==> src/sv/faie_pkg.sv <==
// Package for the faulting access instruction executor.
// Holds the opcodes, ModR/M bytes, status and region codes, region boundaries, flag masks and the result struct.
// No dependencies.
package faie_pkg;

    // Status codes
    localparam logic [1:0] ST_DONE    = 2'd0;
    localparam logic [1:0] ST_OUTSIDE = 2'd1;
    localparam logic [1:0] ST_NOFAULT = 2'd2;
    localparam logic [1:0] ST_UNKNOWN = 2'd3;

    // Region codes
    localparam logic [1:0] RGN_NONE = 2'd0;
    localparam logic [1:0] RGN_HMEM = 2'd1;
    localparam logic [1:0] RGN_ROM  = 2'd2;
    localparam logic [1:0] RGN_ERAM = 2'd3;

    // Region boundaries
    localparam logic [15:0] HMEM_START   = 16'hF000;
    localparam logic [15:0] ERAM_START   = 16'hA000;
    localparam logic [15:0] NOFAULT_A_LO = 16'h8000;
    localparam logic [15:0] NOFAULT_B_LO = 16'hC000;

    // Flag masks and single flags
    localparam logic [11:0] MASK_OF_ZF_CF = 12'h841;
    localparam logic [11:0] MASK_ARITH    = 12'h8D5;
    localparam logic [11:0] MASK_LOGIC    = 12'h8C5;
    localparam logic [11:0] MASK_INCDEC   = 12'h8D4;
    localparam logic [11:0] MASK_SHIFT    = 12'h0C5;
    localparam logic [11:0] FLAG_CF       = 12'h001;
    localparam logic [11:0] FLAG_AF       = 12'h010;
    localparam logic [11:0] FLAG_ZF       = 12'h040;

    // First opcode bytes
    localparam logic [7:0] OP_OR_R8    = 8'h0A;
    localparam logic [7:0] OP_SUB_R8   = 8'h2A;
    localparam logic [7:0] OP_CMP_R8   = 8'h3A;
    localparam logic [7:0] OP_OPSIZE   = 8'h66;
    localparam logic [7:0] OP_GRP1_IMM = 8'h80;
    localparam logic [7:0] OP_MOV_ST8  = 8'h88;
    localparam logic [7:0] OP_MOV_ST16 = 8'h89;
    localparam logic [7:0] OP_MOV_LD8  = 8'h8A;
    localparam logic [7:0] OP_MOV_LDAL = 8'hA0;
    localparam logic [7:0] OP_MOV_STAL = 8'hA2;
    localparam logic [7:0] OP_MOV_IMM  = 8'hC6;
    localparam logic [7:0] OP_SHIFT1   = 8'hD0;
    localparam logic [7:0] OP_TEST_IMM = 8'hF6;
    localparam logic [7:0] OP_INCDEC   = 8'hFE;

    // ModR/M bytes
    localparam logic [7:0] MRM_AL_CX  = 8'h01;
    localparam logic [7:0] MRM_AL_DX  = 8'h02;
    localparam logic [7:0] MRM_CL_DX  = 8'h0A;
    localparam logic [7:0] MRM_BL_DX  = 8'h1A;
    localparam logic [7:0] MRM_AND_DX = 8'h22;
    localparam logic [7:0] MRM_CH_DX  = 8'h2A;
    localparam logic [7:0] MRM_BH_DX  = 8'h3A;
    localparam logic [7:0] MRM_BP_ABS = 8'h2D;
    localparam logic [7:0] MRM_OR_DX  = 8'h0A;
    localparam logic [7:0] MRM_RCR_DX = 8'h1A;
    localparam logic [7:0] MRM_SHR_DX = 8'h2A;
    localparam logic [7:0] MRM_INC_DX = 8'h02;
    localparam logic [7:0] MRM_DEC_DX = 8'h0A;

    // One result transaction
    typedef struct packed {
        logic [1:0]  status;
        logic [2:0]  instr_length;
        logic [7:0]  al_out;
        logic        al_written;
        logic [11:0] flags_out;
        logic [1:0]  read_region;
        logic [15:0] read_offset;
        logic [1:0]  write_count;
        logic [1:0]  write_region;
        logic [15:0] write_offset;
        logic [15:0] write_data;
    } t_result;

endpackage

==> src/sv/faie_region.sv <==
// Address to region and offset mapping for the executor.
// Depends on faie_pkg.
module faie_region (
    input  logic [15:0] i_addr,
    output logic [1:0]  o_region,
    output logic [15:0] o_offset
);

    // Split the 64 KiB space into high memory, ROM and external RAM
    always_comb begin
        if (i_addr >= faie_pkg::HMEM_START) begin
            o_region = faie_pkg::RGN_HMEM;
            o_offset = i_addr - faie_pkg::HMEM_START;
        end else if (i_addr < faie_pkg::NOFAULT_A_LO) begin
            o_region = faie_pkg::RGN_ROM;
            o_offset = i_addr;
        end else begin
            o_region = faie_pkg::RGN_ERAM;
            o_offset = i_addr - faie_pkg::ERAM_START;
        end
    end

endmodule

==> src/sv/faie_exec.sv <==
// Decode and execute logic for one faulting instruction.
// Depends on faie_pkg and faie_region.
module faie_exec (
    input  logic [39:0]        i_instr_bytes,
    input  logic [7:0]         i_al_value,
    input  logic [15:0]        i_bx_value,
    input  logic [15:0]        i_cx_value,
    input  logic [15:0]        i_dx_value,
    input  logic [15:0]        i_bp_value,
    input  logic [11:0]        i_flags_in,
    input  logic [7:0]         i_mem_byte,
    input  logic [16:0]        i_fault_offset,
    output faie_pkg::t_result  o_result
);

    logic [7:0]  b0, b1, b2, b3, b4;
    logic [15:0] fo;
    logic [1:0]  st;
    logic [2:0]  len;
    logic [7:0]  al_n;
    logic        al_w;
    logic [11:0] fl_n;
    logic        rd, wr;
    logic [15:0] raddr, waddr, wdata;
    logic [1:0]  wcnt;
    logic [7:0]  r;
    logic [1:0]  rd_rgn, wr_rgn;
    logic [15:0] rd_off, wr_off;

    assign b0 = i_instr_bytes[7:0];
    assign b1 = i_instr_bytes[15:8];
    assign b2 = i_instr_bytes[23:16];
    assign b3 = i_instr_bytes[31:24];
    assign b4 = i_instr_bytes[39:32];
    assign fo = i_fault_offset[15:0];

    // Check the fault offset, then decode and execute
    always_comb begin
        st    = faie_pkg::ST_DONE;
        len   = 3'd0;
        al_n  = i_al_value;
        al_w  = 1'b0;
        fl_n  = i_flags_in;
        rd    = 1'b0;
        wr    = 1'b0;
        raddr = i_dx_value;
        waddr = i_dx_value;
        wdata = 16'd0;
        wcnt  = 2'd0;
        r     = 8'd0;
        if (i_fault_offset[16]) begin
            st = faie_pkg::ST_OUTSIDE;
        end else if ((fo >= faie_pkg::NOFAULT_A_LO && fo < faie_pkg::ERAM_START) ||
                     (fo >= faie_pkg::NOFAULT_B_LO && fo < faie_pkg::HMEM_START)) begin
            st = faie_pkg::ST_NOFAULT;
        end else begin
            case (b0)
                faie_pkg::OP_OR_R8: begin
                    if (b1 == faie_pkg::MRM_AL_DX) begin
                        rd   = 1'b1;
                        r    = i_al_value | i_mem_byte;
                        al_n = r;
                        al_w = 1'b1;
                        fl_n = (i_flags_in & ~faie_pkg::MASK_OF_ZF_CF) |
                               ((r == 8'd0) ? faie_pkg::FLAG_ZF : 12'd0);
                        len  = 3'd2;
                    end else begin
                        st = faie_pkg::ST_UNKNOWN;
                    end
                end
                faie_pkg::OP_SUB_R8, faie_pkg::OP_CMP_R8: begin
                    if (b1 == faie_pkg::MRM_AL_DX) begin
                        rd   = 1'b1;
                        fl_n = (i_flags_in & ~faie_pkg::MASK_ARITH) |
                               ((i_al_value == i_mem_byte) ? faie_pkg::FLAG_ZF : 12'd0) |
                               ((i_mem_byte > i_al_value) ? faie_pkg::FLAG_CF : 12'd0) |
                               ((i_al_value[3:0] < i_mem_byte[3:0]) ?
                                    faie_pkg::FLAG_AF : 12'd0);
                        if (b0 == faie_pkg::OP_SUB_R8) begin
                            al_n = i_al_value - i_mem_byte;
                            al_w = 1'b1;
                        end
                        len  = 3'd2;
                    end else begin
                        st = faie_pkg::ST_UNKNOWN;
                    end
                end
                faie_pkg::OP_OPSIZE: begin
                    if (b1 == faie_pkg::OP_MOV_ST16 && b2 == faie_pkg::MRM_BP_ABS) begin
                        wr    = 1'b1;
                        waddr = {b4, b3};
                        wdata = i_bp_value;
                        wcnt  = 2'd2;
                        len   = 3'd7;
                    end else begin
                        st = faie_pkg::ST_UNKNOWN;
                    end
                end
                faie_pkg::OP_GRP1_IMM: begin
                    if (b1 == faie_pkg::MRM_AND_DX || b1 == faie_pkg::MRM_OR_DX) begin
                        rd    = 1'b1;
                        r     = (b1 == faie_pkg::MRM_AND_DX) ? (i_mem_byte & b2) :
                                                               (i_mem_byte | b2);
                        wr    = 1'b1;
                        wdata = {8'd0, r};
                        wcnt  = 2'd1;
                        fl_n  = (i_flags_in & ~faie_pkg::MASK_LOGIC) |
                                ((r == 8'd0) ? faie_pkg::FLAG_ZF : 12'd0);
                        len   = 3'd3;
                    end else begin
                        st = faie_pkg::ST_UNKNOWN;
                    end
                end
                faie_pkg::OP_MOV_ST8: begin
                    wr   = 1'b1;
                    wcnt = 2'd1;
                    len  = 3'd2;
                    case (b1)
                        faie_pkg::MRM_AL_CX: begin
                            waddr = i_cx_value;
                            wdata = {8'd0, i_al_value};
                        end
                        faie_pkg::MRM_AL_DX: wdata = {8'd0, i_al_value};
                        faie_pkg::MRM_CL_DX: wdata = {8'd0, i_cx_value[7:0]};
                        faie_pkg::MRM_BL_DX: wdata = {8'd0, i_bx_value[7:0]};
                        faie_pkg::MRM_CH_DX: wdata = {8'd0, i_cx_value[15:8]};
                        faie_pkg::MRM_BH_DX: wdata = {8'd0, i_bx_value[15:8]};
                        default: begin
                            wr   = 1'b0;
                            wcnt = 2'd0;
                            len  = 3'd0;
                            st   = faie_pkg::ST_UNKNOWN;
                        end
                    endcase
                end
                faie_pkg::OP_MOV_LD8: begin
                    if (b1 == faie_pkg::MRM_AL_CX || b1 == faie_pkg::MRM_AL_DX) begin
                        rd    = 1'b1;
                        raddr = (b1 == faie_pkg::MRM_AL_CX) ? i_cx_value : i_dx_value;
                        al_n  = i_mem_byte;
                        al_w  = 1'b1;
                        len   = 3'd2;
                    end else begin
                        st = faie_pkg::ST_UNKNOWN;
                    end
                end
                faie_pkg::OP_MOV_LDAL: begin
                    rd    = 1'b1;
                    raddr = {b2, b1};
                    al_n  = i_mem_byte;
                    al_w  = 1'b1;
                    len   = 3'd5;
                end
                faie_pkg::OP_MOV_STAL: begin
                    wr    = 1'b1;
                    waddr = {b2, b1};
                    wdata = {8'd0, i_al_value};
                    wcnt  = 2'd1;
                    len   = 3'd5;
                end
                faie_pkg::OP_MOV_IMM: begin
                    if (b1 == faie_pkg::MRM_AL_DX) begin
                        wr    = 1'b1;
                        wdata = {8'd0, b2};
                        wcnt  = 2'd1;
                        len   = 3'd3;
                    end else begin
                        st = faie_pkg::ST_UNKNOWN;
                    end
                end
                faie_pkg::OP_SHIFT1: begin
                    if (b1 == faie_pkg::MRM_RCR_DX || b1 == faie_pkg::MRM_SHR_DX) begin
                        // Rotate drops the carry-in: plain rotate right by one
                        rd    = 1'b1;
                        r     = {(b1 == faie_pkg::MRM_RCR_DX) & i_mem_byte[0],
                                 i_mem_byte[7:1]};
                        wr    = 1'b1;
                        wdata = {8'd0, r};
                        wcnt  = 2'd1;
                        fl_n  = (i_flags_in & ~faie_pkg::MASK_SHIFT) |
                                ((r == 8'd0) ? faie_pkg::FLAG_ZF : 12'd0) |
                                {11'd0, i_mem_byte[0]};
                        len   = 3'd2;
                    end else begin
                        st = faie_pkg::ST_UNKNOWN;
                    end
                end
                faie_pkg::OP_TEST_IMM: begin
                    if (b1 == faie_pkg::MRM_AL_DX) begin
                        rd   = 1'b1;
                        r    = i_mem_byte & b2;
                        fl_n = (i_flags_in & ~faie_pkg::MASK_LOGIC) |
                               ((r == 8'd0) ? faie_pkg::FLAG_ZF : 12'd0);
                        len  = 3'd3;
                    end else begin
                        st = faie_pkg::ST_UNKNOWN;
                    end
                end
                faie_pkg::OP_INCDEC: begin
                    if (b1 == faie_pkg::MRM_INC_DX || b1 == faie_pkg::MRM_DEC_DX) begin
                        rd = 1'b1;
                        if (b1 == faie_pkg::MRM_INC_DX) begin
                            r    = i_mem_byte + 8'd1;
                            fl_n = (i_flags_in & ~faie_pkg::MASK_INCDEC) |
                                   ((r[3:0] == 4'd0) ? faie_pkg::FLAG_AF : 12'd0);
                        end else begin
                            r    = i_mem_byte - 8'd1;
                            fl_n = (i_flags_in & ~faie_pkg::MASK_INCDEC) |
                                   ((i_mem_byte[3:0] == 4'd0) ? faie_pkg::FLAG_AF : 12'd0);
                        end
                        fl_n  = fl_n | ((r == 8'd0) ? faie_pkg::FLAG_ZF : 12'd0);
                        wr    = 1'b1;
                        wdata = {8'd0, r};
                        wcnt  = 2'd1;
                        len   = 3'd2;
                    end else begin
                        st = faie_pkg::ST_UNKNOWN;
                    end
                end
                default: st = faie_pkg::ST_UNKNOWN;
            endcase
        end
    end

    // Map read and write addresses to regions
    faie_region u_rd_rgn (
        .i_addr   (raddr),
        .o_region (rd_rgn),
        .o_offset (rd_off)
    );

    faie_region u_wr_rgn (
        .i_addr   (waddr),
        .o_region (wr_rgn),
        .o_offset (wr_off)
    );

    // Pack the result, zeroing unused request fields
    always_comb begin
        o_result.status       = st;
        o_result.instr_length = len;
        o_result.al_out       = al_n;
        o_result.al_written   = al_w;
        o_result.flags_out    = fl_n;
        o_result.read_region  = rd ? rd_rgn : faie_pkg::RGN_NONE;
        o_result.read_offset  = rd ? rd_off : 16'd0;
        o_result.write_count  = wcnt;
        o_result.write_region = wr ? wr_rgn : faie_pkg::RGN_NONE;
        o_result.write_offset = wr ? wr_off : 16'd0;
        o_result.write_data   = wr ? wdata : 16'd0;
    end

endmodule

==> src/sv/faulting_access_instruction_executor.sv <==
// Top level of the faulting access instruction executor.
// Input register, faie_exec decode/execute logic, result register.
// Depends on faie_pkg and faie_exec.
//
//  channel | direction | handshake                 | payload
//  --------+-----------+---------------------------+-----------------------------------
//  in      | input     | i_in_valid / o_in_stall   | instruction bytes, registers, flags
//  out     | output    | o_out_valid / i_out_stall | status, length, AL, flags, requests
//
// One transaction per cycle sustained while the output is not stalled; a result
// becomes valid once it has passed the input register and then the result register.
// Reset is synchronous and active low; it empties both register stages.
// A stall on the output holds the result register; the input register still
// takes a new transaction while empty, and o_in_stall rises only when both are full
// and the output is stalled.
module faulting_access_instruction_executor (
    input  logic        i_clk,
    input  logic        i_rst_n,
    input  logic        i_in_valid,
    output logic        o_in_stall,
    input  logic [39:0] i_instr_bytes,
    input  logic [7:0]  i_al_value,
    input  logic [15:0] i_bx_value,
    input  logic [15:0] i_cx_value,
    input  logic [15:0] i_dx_value,
    input  logic [15:0] i_bp_value,
    input  logic [11:0] i_flags_in,
    input  logic [7:0]  i_mem_byte,
    input  logic [16:0] i_fault_offset,
    output logic        o_out_valid,
    input  logic        i_out_stall,
    output logic [1:0]  o_status,
    output logic [2:0]  o_instr_length,
    output logic [7:0]  o_al_out,
    output logic        o_al_written,
    output logic [11:0] o_flags_out,
    output logic [1:0]  o_read_region,
    output logic [15:0] o_read_offset,
    output logic [1:0]  o_write_count,
    output logic [1:0]  o_write_region,
    output logic [15:0] o_write_offset,
    output logic [15:0] o_write_data
);

    logic              r_s1_vld;
    logic [39:0]       r_instr_bytes;
    logic [7:0]        r_al_value;
    logic [15:0]       r_bx_value;
    logic [15:0]       r_cx_value;
    logic [15:0]       r_dx_value;
    logic [15:0]       r_bp_value;
    logic [11:0]       r_flags_in;
    logic [7:0]        r_mem_byte;
    logic [16:0]       r_fault_offset;
    logic              r_s2_vld;
    faie_pkg::t_result r_result;
    faie_pkg::t_result n_result;
    logic              s2_adv;
    logic              s1_adv;

    // Advance the result stage when it is empty or being taken
    assign s2_adv     = !r_s2_vld || !i_out_stall;
    assign s1_adv     = !r_s1_vld || s2_adv;
    assign o_in_stall = !s1_adv;

    // Input register
    always_ff @(posedge i_clk) begin
        if (!i_rst_n) begin
            r_s1_vld <= 1'b0;
        end else if (s1_adv) begin
            r_s1_vld <= i_in_valid;
        end
    end

    always_ff @(posedge i_clk) begin
        if (s1_adv && i_in_valid) begin
            r_instr_bytes  <= i_instr_bytes;
            r_al_value     <= i_al_value;
            r_bx_value     <= i_bx_value;
            r_cx_value     <= i_cx_value;
            r_dx_value     <= i_dx_value;
            r_bp_value     <= i_bp_value;
            r_flags_in     <= i_flags_in;
            r_mem_byte     <= i_mem_byte;
            r_fault_offset <= i_fault_offset;
        end
    end

    faie_exec u_exec (
        .i_instr_bytes  (r_instr_bytes),
        .i_al_value     (r_al_value),
        .i_bx_value     (r_bx_value),
        .i_cx_value     (r_cx_value),
        .i_dx_value     (r_dx_value),
        .i_bp_value     (r_bp_value),
        .i_flags_in     (r_flags_in),
        .i_mem_byte     (r_mem_byte),
        .i_fault_offset (r_fault_offset),
        .o_result       (n_result)
    );

    // Result register
    always_ff @(posedge i_clk) begin
        if (!i_rst_n) begin
            r_s2_vld <= 1'b0;
        end else if (s2_adv) begin
            r_s2_vld <= r_s1_vld;
        end
    end

    always_ff @(posedge i_clk) begin
        if (s2_adv && r_s1_vld) begin
            r_result <= n_result;
        end
    end

    // Drive the output ports
    assign o_out_valid    = r_s2_vld;
    assign o_status       = r_result.status;
    assign o_instr_length = r_result.instr_length;
    assign o_al_out       = r_result.al_out;
    assign o_al_written   = r_result.al_written;
    assign o_flags_out    = r_result.flags_out;
    assign o_read_region  = r_result.read_region;
    assign o_read_offset  = r_result.read_offset;
    assign o_write_count  = r_result.write_count;
    assign o_write_region = r_result.write_region;
    assign o_write_offset = r_result.write_offset;
    assign o_write_data   = r_result.write_data;

endmodule

==> config.mk <==
export PLATFORM = sky130hd
export DESIGN_NAME = faulting_access_instruction_executor
export DESIGN_NICKNAME = d
export VERILOG_FILES = /design/src/sv/faie_pkg.sv /design/src/sv/faie_region.sv /design/src/sv/faie_exec.sv /design/src/sv/faulting_access_instruction_executor.sv
export SDC_FILE = /design/constraint.sdc
export NUM_CORES = 1
export LEC_CHECK = 0
export ABC_AREA = 1
export CORE_MARGIN = 4
export CORE_UTILIZATION = 32
export CTS_CLUSTER_SIZE = 10
export DETAILED_ROUTE_END_ITERATION = 10
export DONT_BUFFER_PORTS = 1
export PLACE_DENSITY = 0.43
export SLEW_MARGIN = 10
export SYNTH_ARGS = -nofsm -noshare
export SYNTH_HDL_FRONTEND = slang
export SYNTH_SLANG_ARGS = --single-unit
==> constraint.sdc <==
create_clock -name i_clk -period 5.65 [get_ports i_clk]
set_input_delay 0.8475 -clock i_clk [delete_from_list [all_inputs] [get_ports i_clk]]
set_output_delay 0.8475 -clock i_clk [all_outputs]
set_load 0.02 [all_outputs]
==> results of run 1 <==
-- cell families (layout without fill, tap and decap cells) --
| group | Yosys count | count (layout) |
|---|---|---|
| simple gates | 550 | 550 |
| flops | 219 | 219 |
| compound gates | 197 | 197 |
| buf+inv | 184 | 216 |
| fa+ha+maj | 27 | 27 |
| xor+xnor | 9 | 9 |
| other cells | 0 | 3 |
-- Yosys cell counts (2+ instances only) --
library cell  count  share of area
nor4_1            2         0.0011
o21ai_0          88          0.039
nor2_2           13         0.0072
a22oi_1          13         0.0086
clkbuf_1          7         0.0023
buf_2             8         0.0035
a21oi_1          31          0.014
a21boi_0          2         0.0013
clkinv_1          3        0.00099
o22ai_1          32          0.018
nand2_1         263          0.087
nand3b_1          5         0.0033
inv_1           150          0.050
a41oi_1           2         0.0015
nand4_1          16         0.0088
dfxtp_1           2         0.0035
inv_2            11         0.0036
nor2_4           12          0.012
nand2_2          12         0.0066
buf_6             4         0.0040
or2_2             2         0.0011
ha_1             26          0.029
edfxtp_1        217           0.57
nor2_1          123          0.041
nand3_1          81          0.036
o21ai_2           5         0.0039
nand3_2           5         0.0044
nor3_1           10         0.0044
xor2_1            8         0.0062
o211ai_1          7         0.0046
o21ai_1           4         0.0018
a31oi_1           3         0.0017
nand2_4           3         0.0030
o31ai_1           2         0.0013
-- sequential cells by signal, indices dropped and copies added (netlist names), 3 cells and up --
signal and cells:
o_read_offset 16, r_mem_byte 8, r_al_value 8, r_cx_value 16, r_bx_value 16, o_write_offset 16, r_instr_bytes 40, o_flags_out 12
r_bp_value 16, r_fault_offset 5, r_flags_in 12, o_al_out 8, o_instr_length 3, o_write_data 16, r_dx_value 16
-- per-layer routing --
metal  track usage  vias to the layer above  wire length, µm
li1              -                     4092                -
met1         0.275                     3995            17800
met2         0.292                      333            16600
met3        0.0491                       64             2990
met4        0.0556                        8             1010
met5             0                        -               44
-- placed cells by master (no fill, tap or decap), types with 3 or more instances in the layout --
master	synthesis	routed
nor3_1	10	10
a31oi_1	3	3
nand2_2	12	12
a21oi_1	31	30
o211ai_1	7	7
a22oi_1	13	13
edfxtp_1	217	217
nand3_1	81	81
nor2_1	123	123
nand3b_1	5	5
nand2_1	263	263
nor2_4	12	12
inv_1	150	149
nand4_1	16	16
o22ai_1	32	32
clkbuf_1	7	13
buf_4	1	6
nor2_2	13	13
clkinv_1	3	4
diode_2	0	3
o21ai_0	88	88
clkbuf_16	0	27
inv_2	11	11
nand3_2	5	5
ha_1	26	26
nand2_4	3	3
xor2_1	8	8
o21ai_2	5	5
o21ai_1	4	4
-- stage by stage --
step | instance area (µm²) | total power (W) | util
final | 12700 | 0.00379 | 0.364
after global routing | 12700 | 0.00396 | 0.364
after CTS | 12700 | 0.00384 | 0.364
after detailed placement | 11900 | 0.00221 | 0.341
after global placement | 11900 | 0.00221 | 0.341
after floorplan | 11300 | 0.00213 | -
-- path summary, 6_finish.rpt --
path	slack [ns]	end	cells after the start	startpoint
worst max-delay path	2.53	o_write_offset[13]	13	r_instr_bytes[5]
worst max register to register	2.53	o_write_offset[13]	13	r_instr_bytes[5]
worst min register to register	0.42	o_flags_out[10]	0	r_flags_in[10]
worst min-delay path	0.38	r_dx_value[8]	0	i_dx_value[8]
-- final cells by class --
type / instances / share of cell area
Multi-Input combinational cell: 783 / 0.321
Antenna cell: 3 / 0.000592
Clock inverter: 4 / 0.00493
Sequential cell: 219 / 0.517
Inverter: 164 / 0.0489
Timing Repair Buffer: 6 / 0.00355
Clock buffer: 42 / 0.0593
Tap cell: 455 / 0.0449
-- power groups by stage --
stage	sequential [W]	combinational, W	clock (W)
finish	0.00196	0.000221	0.00161
global route	0.00196	0.000251	0.00174
CTS	0.00196	0.000222	0.00166
detailed placement	0.00199	0.000221	0
global placement	0.00199	0.000222	0
floorplan	0.00197	0.000161	0
==> Implementation_results.wiki, run 1 <==
{| class="wikitable"
! Metric !! Value
|-
| Lkg Pwr || 5.15 nW
|-
| Startpoint kind of the worst setup timing path || flip-flop
|-
| Detailed Routing Iterations Pass 1 || 7
|-
| Buffers inserted during post-CTS setup optimization || 0
|-
| Routed via count || around 8500
|-
| Max transition margin || 0.338
|-
| Estimated wirelength of the detail-placed design || approximately 30 mm
|-
| Async set-or-reset flop fraction in the synthesized netlist || 0
|-
| Part of the power in combinational logic || 0.058
|-
| Max Freq || roughly 320 MHz
|-
| Combinational family with the most area after synthesis || simple AND/OR/NAND/NOR gates
|-
| Final critical-path share of the clock period || 0.552
|-
| Critical path, cell by cell || inv_2 -> nand2_2 -> nor2_4 -> nand3_2 -> nand3_1 -> nand2_1 -> nor2_2 -> o21ai_2 -> ha_1 -> inv_1 -> nand4_1 -> nand2_1 -> nor2_1
|-
| H-Tree Depth || 1
|-
| Setup violators final || 0
|-
| Flop and latch count out of synthesis || 219
|-
| Summed negative setup slack over all endpoints || 0 ns
|-
| Compound-Gate Fraction of Synth Area || 0.102
|-
| Min-Delay Path Class || in2reg
|-
| Total wirelength of the detailed-routed design || 38.5 mm
|-
| WP data required || 5.96 ns
|-
| Clock tree from TritonCTS || built
|-
| Syn_area_per_cell || roughly 9.6 µm²
|-
| Worst-margin pin slew || a little under 1 ns
|-
| Count of filler cells inserted in the layout || between 3000 and 4000
|-
| Critical path's most frequent cell || nand2_1
|-
| Final worst setup slack || about 2.5 ns
|-
| Last weighted congestion value of the routability-driven placer || 0.945
|-
| Buffers and inverters on the worst path || 2
|-
| Insertion delay of the later-clocked pin in the worst-skew pair || approximately 0.56 ns
|-
| Flip-flop cell with the highest count after synthesis || edfxtp_1
|-
| Grt ovf || 0
|-
| Pint || ~0.0029 W
|-
| EDFF count, synth || 217
|-
| Area added between synthesis and finish || 11.8%
|-
| Crit. End Element || flip-flop
|-
| Pins over their slew limit || 0
|-
| Residual DRC count || 0
|-
| Initial standard-cell utilization of the core || 0.326
|-
| Category of cells accounting for the largest share of critical-path delay || simple AND/OR/NAND/NOR gates
|-
| Min cycle time layout || slightly above 3 ns
|-
| Startpoint-to-endpoint class of the critical path || reg2reg
|-
| Top Ports || around 240
|-
| Hold slack final || 0.379 ns
|-
| Switching part of the total power || 0.238
|-
| Chip width || about 200 µm
|-
| Share of layout cells above drive strength 1 || 0.0887
|-
| Clock tree buffer depth || 3
|-
| Share of synthesized area spent on multiplexers || 0
|-
| Global-route wire length before repair || roughly 56 mm
|-
| Non-filler cells, final || approximately 1700
|-
| Pwr/cell area || about 300 nW/µm²
|-
| Area taken by multi-input logic gates || a little over 4000 µm²
|-
| # placed instances || around 1600
|-
| Clock slew at reported path FFs || 0.06 ns
|-
| Setup repair after global routing missed its margin || false
|-
| Skew final || ~0.015 ns
|-
| Simple-gate share of the synthesized area || 0.218
|-
| Mapped Area || around 11000 µm²
|-
| Clock Root Buffer || clkbuf_16
|-
| Hold violation total from the final report || 0
|-
| Worst path slowest cell || edfxtp_1
|-
| Peak ir drop on the vdd network || approximately 0.24 mV
|-
| Critical path fanouts, max || 14
|-
| Max incr delay on CP || ~0.5 ns
|-
| MaxCap Viol Count || 0
|-
| Total number of clock tree sinks || ~220
|-
| Warnings from Yosys || 0
|-
| Post-CTS Hold Buffers || 0
|-
| Core area || around 35000 µm²
|-
| Worst slack, placed || ~2.5 ns
|-
| Cts repair resizes || 0
|-
| Die area || between 30000 and 40000 µm²
|-
| Clock group share of total power || 0.426
|-
| Net count of the mapped netlist || roughly 1400
|-
| Result of the run || finished, final reports clean
|-
| Post-synthesis adder-cell area fraction || 0.0304
|-
| Count of port buffers added during placement || 0
|-
| Total net switching power || between 0.0009 and 0.001 W
|-
| Number of antenna-violating nets in the routed design || 0
|-
| Number of distinct library cells after synthesis || 48
|-
| Post-synthesis share of cell area spent on xor and xnor gates || 0.00695
|-
| FF+latch area || 6560 µm²
|-
| GRT Util Overall || 0.193
|-
| DRC marker count from the first detailed-route iteration || 669
|-
| Average wire per cell in the routed design || between 20 and 25 µm
|-
| Vias in the first global route || ~8500
|-
| Final layout net count || ~1400
|-
| Count of standard-cell rows || between 60 and 70
|-
| Number of cells produced by synthesis || 1186
|-
| Die height || 196 µm
|-
| Number of buffers inserted during clock tree synthesis || 27
|-
| Vias per cell || ~5.1
|-
| Portion of total power attributed to sequential cells || 0.516
|-
| Sequential cell area fraction in the yosys report || 0.578
|-
| Maximum number of pins on one net before global-route repair || ~110
|-
| CP arrival || approximately 3.4 ns
|-
| Initial antenna violation count || 7
|}
No activity file was read; power rests on OpenSTA's default activity.
==> inputs of run 2 (changes only) <==
Clock period 5.65 ns to 3.2 ns, I/O delays scaled along.
==> run 2 against run 1 <==
Critical path depth unchanged; routed wire length is 0.26% lower; sequential share of layout area fell by 0.70 points; final area is 1.4% higher; largest cell class unchanged; critical path type unchanged; worst hold slack worse by 0.34 ns; global-route usage decreased by 0.14 points; count of clock-buffer cells in the layout fell by 4.
==> Implementation_results.wiki, run 2 (synthesis results as in run 1) <==
{| class="wikitable"
! Metric !! Value
|-
| Pins over their slew limit || 0
|-
| Max Freq || 355 MHz
|-
| Core area || roughly 35000 µm²
|-
| Hold path depth || 0
|-
| Max transition margin || 0.375
|-
| Vias in the first global route || 8500
|-
| Critical path fanouts, max || 6
|-
| Top reg by flops || r_instr_bytes
|-
| Skew final || 0.00960 ns
|-
| Result of the run || finished, final reports clean
|-
| Worst-margin pin slew || 0.938 ns
|-
| GRT Util Overall || 0.192
|-
| Total wirelength of the detailed-routed design || 38.4 mm
|-
| Chip width || roughly 200 µm
|-
| Category of cells accounting for the largest share of critical-path delay || simple AND/OR/NAND/NOR gates
|-
| Grt ovf || 0
|-
| Routed via count || roughly 8600
|-
| Critical path, cell by cell || inv_1 -> nand2_2 -> nor2_4 -> nand2_1 -> nand3_1 -> nand3_1 -> nand2_1 -> nand2_1 -> ha_1 -> inv_1 -> nand4_1 -> nand2_1 -> nor2_1
|-
| Die height || approximately 200 µm
|-
| Clock tree from TritonCTS || built
|-
| Average wire per cell in the routed design || approximately 23 µm
|-
| WP data required || roughly 3.5 ns
|-
| Non-filler cells, final || around 1700
|-
| Top Ports || around 240
|-
| H-Tree Depth || 1
|-
| Share of layout cells above drive strength 1 || 0.112
|-
| Insertion delay of the later-clocked pin in the worst-skew pair || 0.54 ns
|-
| Summed negative setup slack over all endpoints || 0 ns
|-
| Min-Delay Path Class || in2reg
|-
| Placed cell area || ~12000 µm²
|-
| Count of standard-cell rows || 68
|-
| Buffers inserted during post-CTS setup optimization || 0
|-
| Total net switching power || approximately 0.0015 W
|-
| Switching part of the total power || 0.236
|-
| DRC marker count from the first detailed-route iteration || ~670
|-
| Pint || around 0.0050 W
|-
| Setup repair after global routing missed its margin || false
|-
| Last weighted congestion value of the routability-driven placer || roughly 0.95
|-
| Peak ir drop on the vdd network || around 0.43 mV
|-
| Min cycle time layout || 2.82 ns
|-
| Buffers and inverters on the worst path || 2
|-
| Cts repair resizes || 0
|-
| Residual DRC count || 0
|-
| Total number of cells along the worst setup path || 13
|-
| Number of antenna-violating nets in the routed design || 0
|-
| Pwr/cell area || 508 nW/µm²
|-
| Startpoint kind of the worst setup timing path || flip-flop
|-
| Maximum number of pins on one net before global-route repair || 70
|-
| Area added between synthesis and finish || 13.3%
|-
| Die area || 38500 µm²
|-
| Part of the power in combinational logic || 0.064
|-
| Clock group share of total power || 0.407
|-
| Detailed Routing Iterations Pass 1 || 5
|-
| # placed instances || between 1500 and 2000
|-
| Clock tree buffer depth || 3
|-
| Vias per cell || a little over 5
|-
| Post-route standard cell area excluding fillers || ~13000 µm²
|-
| Final layout net count || between 1000 and 1500
|-
| MaxCap Viol Count || 0
|-
| Crit. End Element || flip-flop
|-
| Initial standard-cell utilization of the core || 0.326
|-
| Hold violation total from the final report || 0
|-
| Lkg Pwr || about 5.2 nW
|-
| Most frequent cells in the layout || 261 x nand2_1, 217 x edfxtp_1, 148 x inv_1
|-
| Post-CTS Hold Buffers || 0
|-
| Critical path's most frequent cell || nand2_1
|-
| Portion of total power attributed to sequential cells || 0.529
|-
| Clock Root Buffer || clkbuf_16
|-
| Total number of clock tree sinks || approximately 220
|-
| Setup violators final || 0
|-
| Max incr delay on CP || approximately 0.45 ns
|-
| Clock slew at reported path FFs || ~0.06 ns
|-
| Worst path slowest cell || edfxtp_1
|-
| Final worst setup slack || roughly 0.38 ns
|-
| Worst slack, placed || between 0.4 and 0.5 ns
|-
| Number of flip-flops under the largest register name || 40
|-
| Number of cell instances on the worst register-to-register path || 13
|-
| Final critical-path share of the clock period || 0.881
|-
| Overall power after layout || between 0.006 and 0.007 W
|-
| Estimated wirelength of the detail-placed design || a little over 30 mm
|-
| Global-route wire length before repair || ~56 mm
|-
| Startpoint-to-endpoint class of the critical path || reg2reg
|-
| Initial antenna violation count || 3
|-
| CP arrival || 3.11 ns
|-
| Leading cell type in the layout, fill and taps excluded || nand2_1
|-
| Number of buffers inserted during clock tree synthesis || 27
|-
| Count of port buffers added during placement || 0
|}
run 2: path summary, 6_finish.rpt:
path                                            to              start  slack (ns)
worst min register to register      o_flags_out[9]      r_flags_in[9]        0.42
worst min-delay path             r_instr_bytes[15]  i_instr_bytes[15]        0.04
worst max-delay path            o_write_offset[13]   r_instr_bytes[4]        0.38
worst max register to register  o_write_offset[13]   r_instr_bytes[4]        0.38
run 2: power by group through the flow:
stage,Sequential [W],Combinational [W],Clock [W]
floorplan,0.00347,0.000286,0
global placement,0.00351,0.000417,0
detailed placement,0.00351,0.000415,0
CTS,0.00346,0.000416,0.00276
global route,0.00347,0.000466,0.00287
finish,0.00345,0.000415,0.00266
run 2: cell type report:
class / instances / area, µm²
fillers: 3550 / 21900
well taps: 455 / 569
multi-input cells: 783 / 4090
diodes: 2 / 5.00
inverters: 164 / 619
flip-flops and latches: 219 / 6560
repair buffers: 33 / 260
clock buffers: 38 / 727
clock inverters: 5 / 25.0
run 2: per-stage QoR:
step                 util  hold WS [ns]
global route        0.369       0.00985
global placement    0.348         0.400
CTS                 0.369       0.00630
finish              0.369        0.0355
floorplan               -         0.400
detailed placement  0.348         0.405
run 2: metal layers:
metal / wire [µm] / vias up / part of all wire / global-route usage
met4: 941 / 0 / 0.025 / 0.0453
li1: - / 4138 / - / -
met1: 17900 / 4101 / 0.47 / 0.279
met5: 0 / - / 0 / 0
met2: 16900 / 317 / 0.44 / 0.292
met3: 2600 / 51 / 0.068 / 0.0431
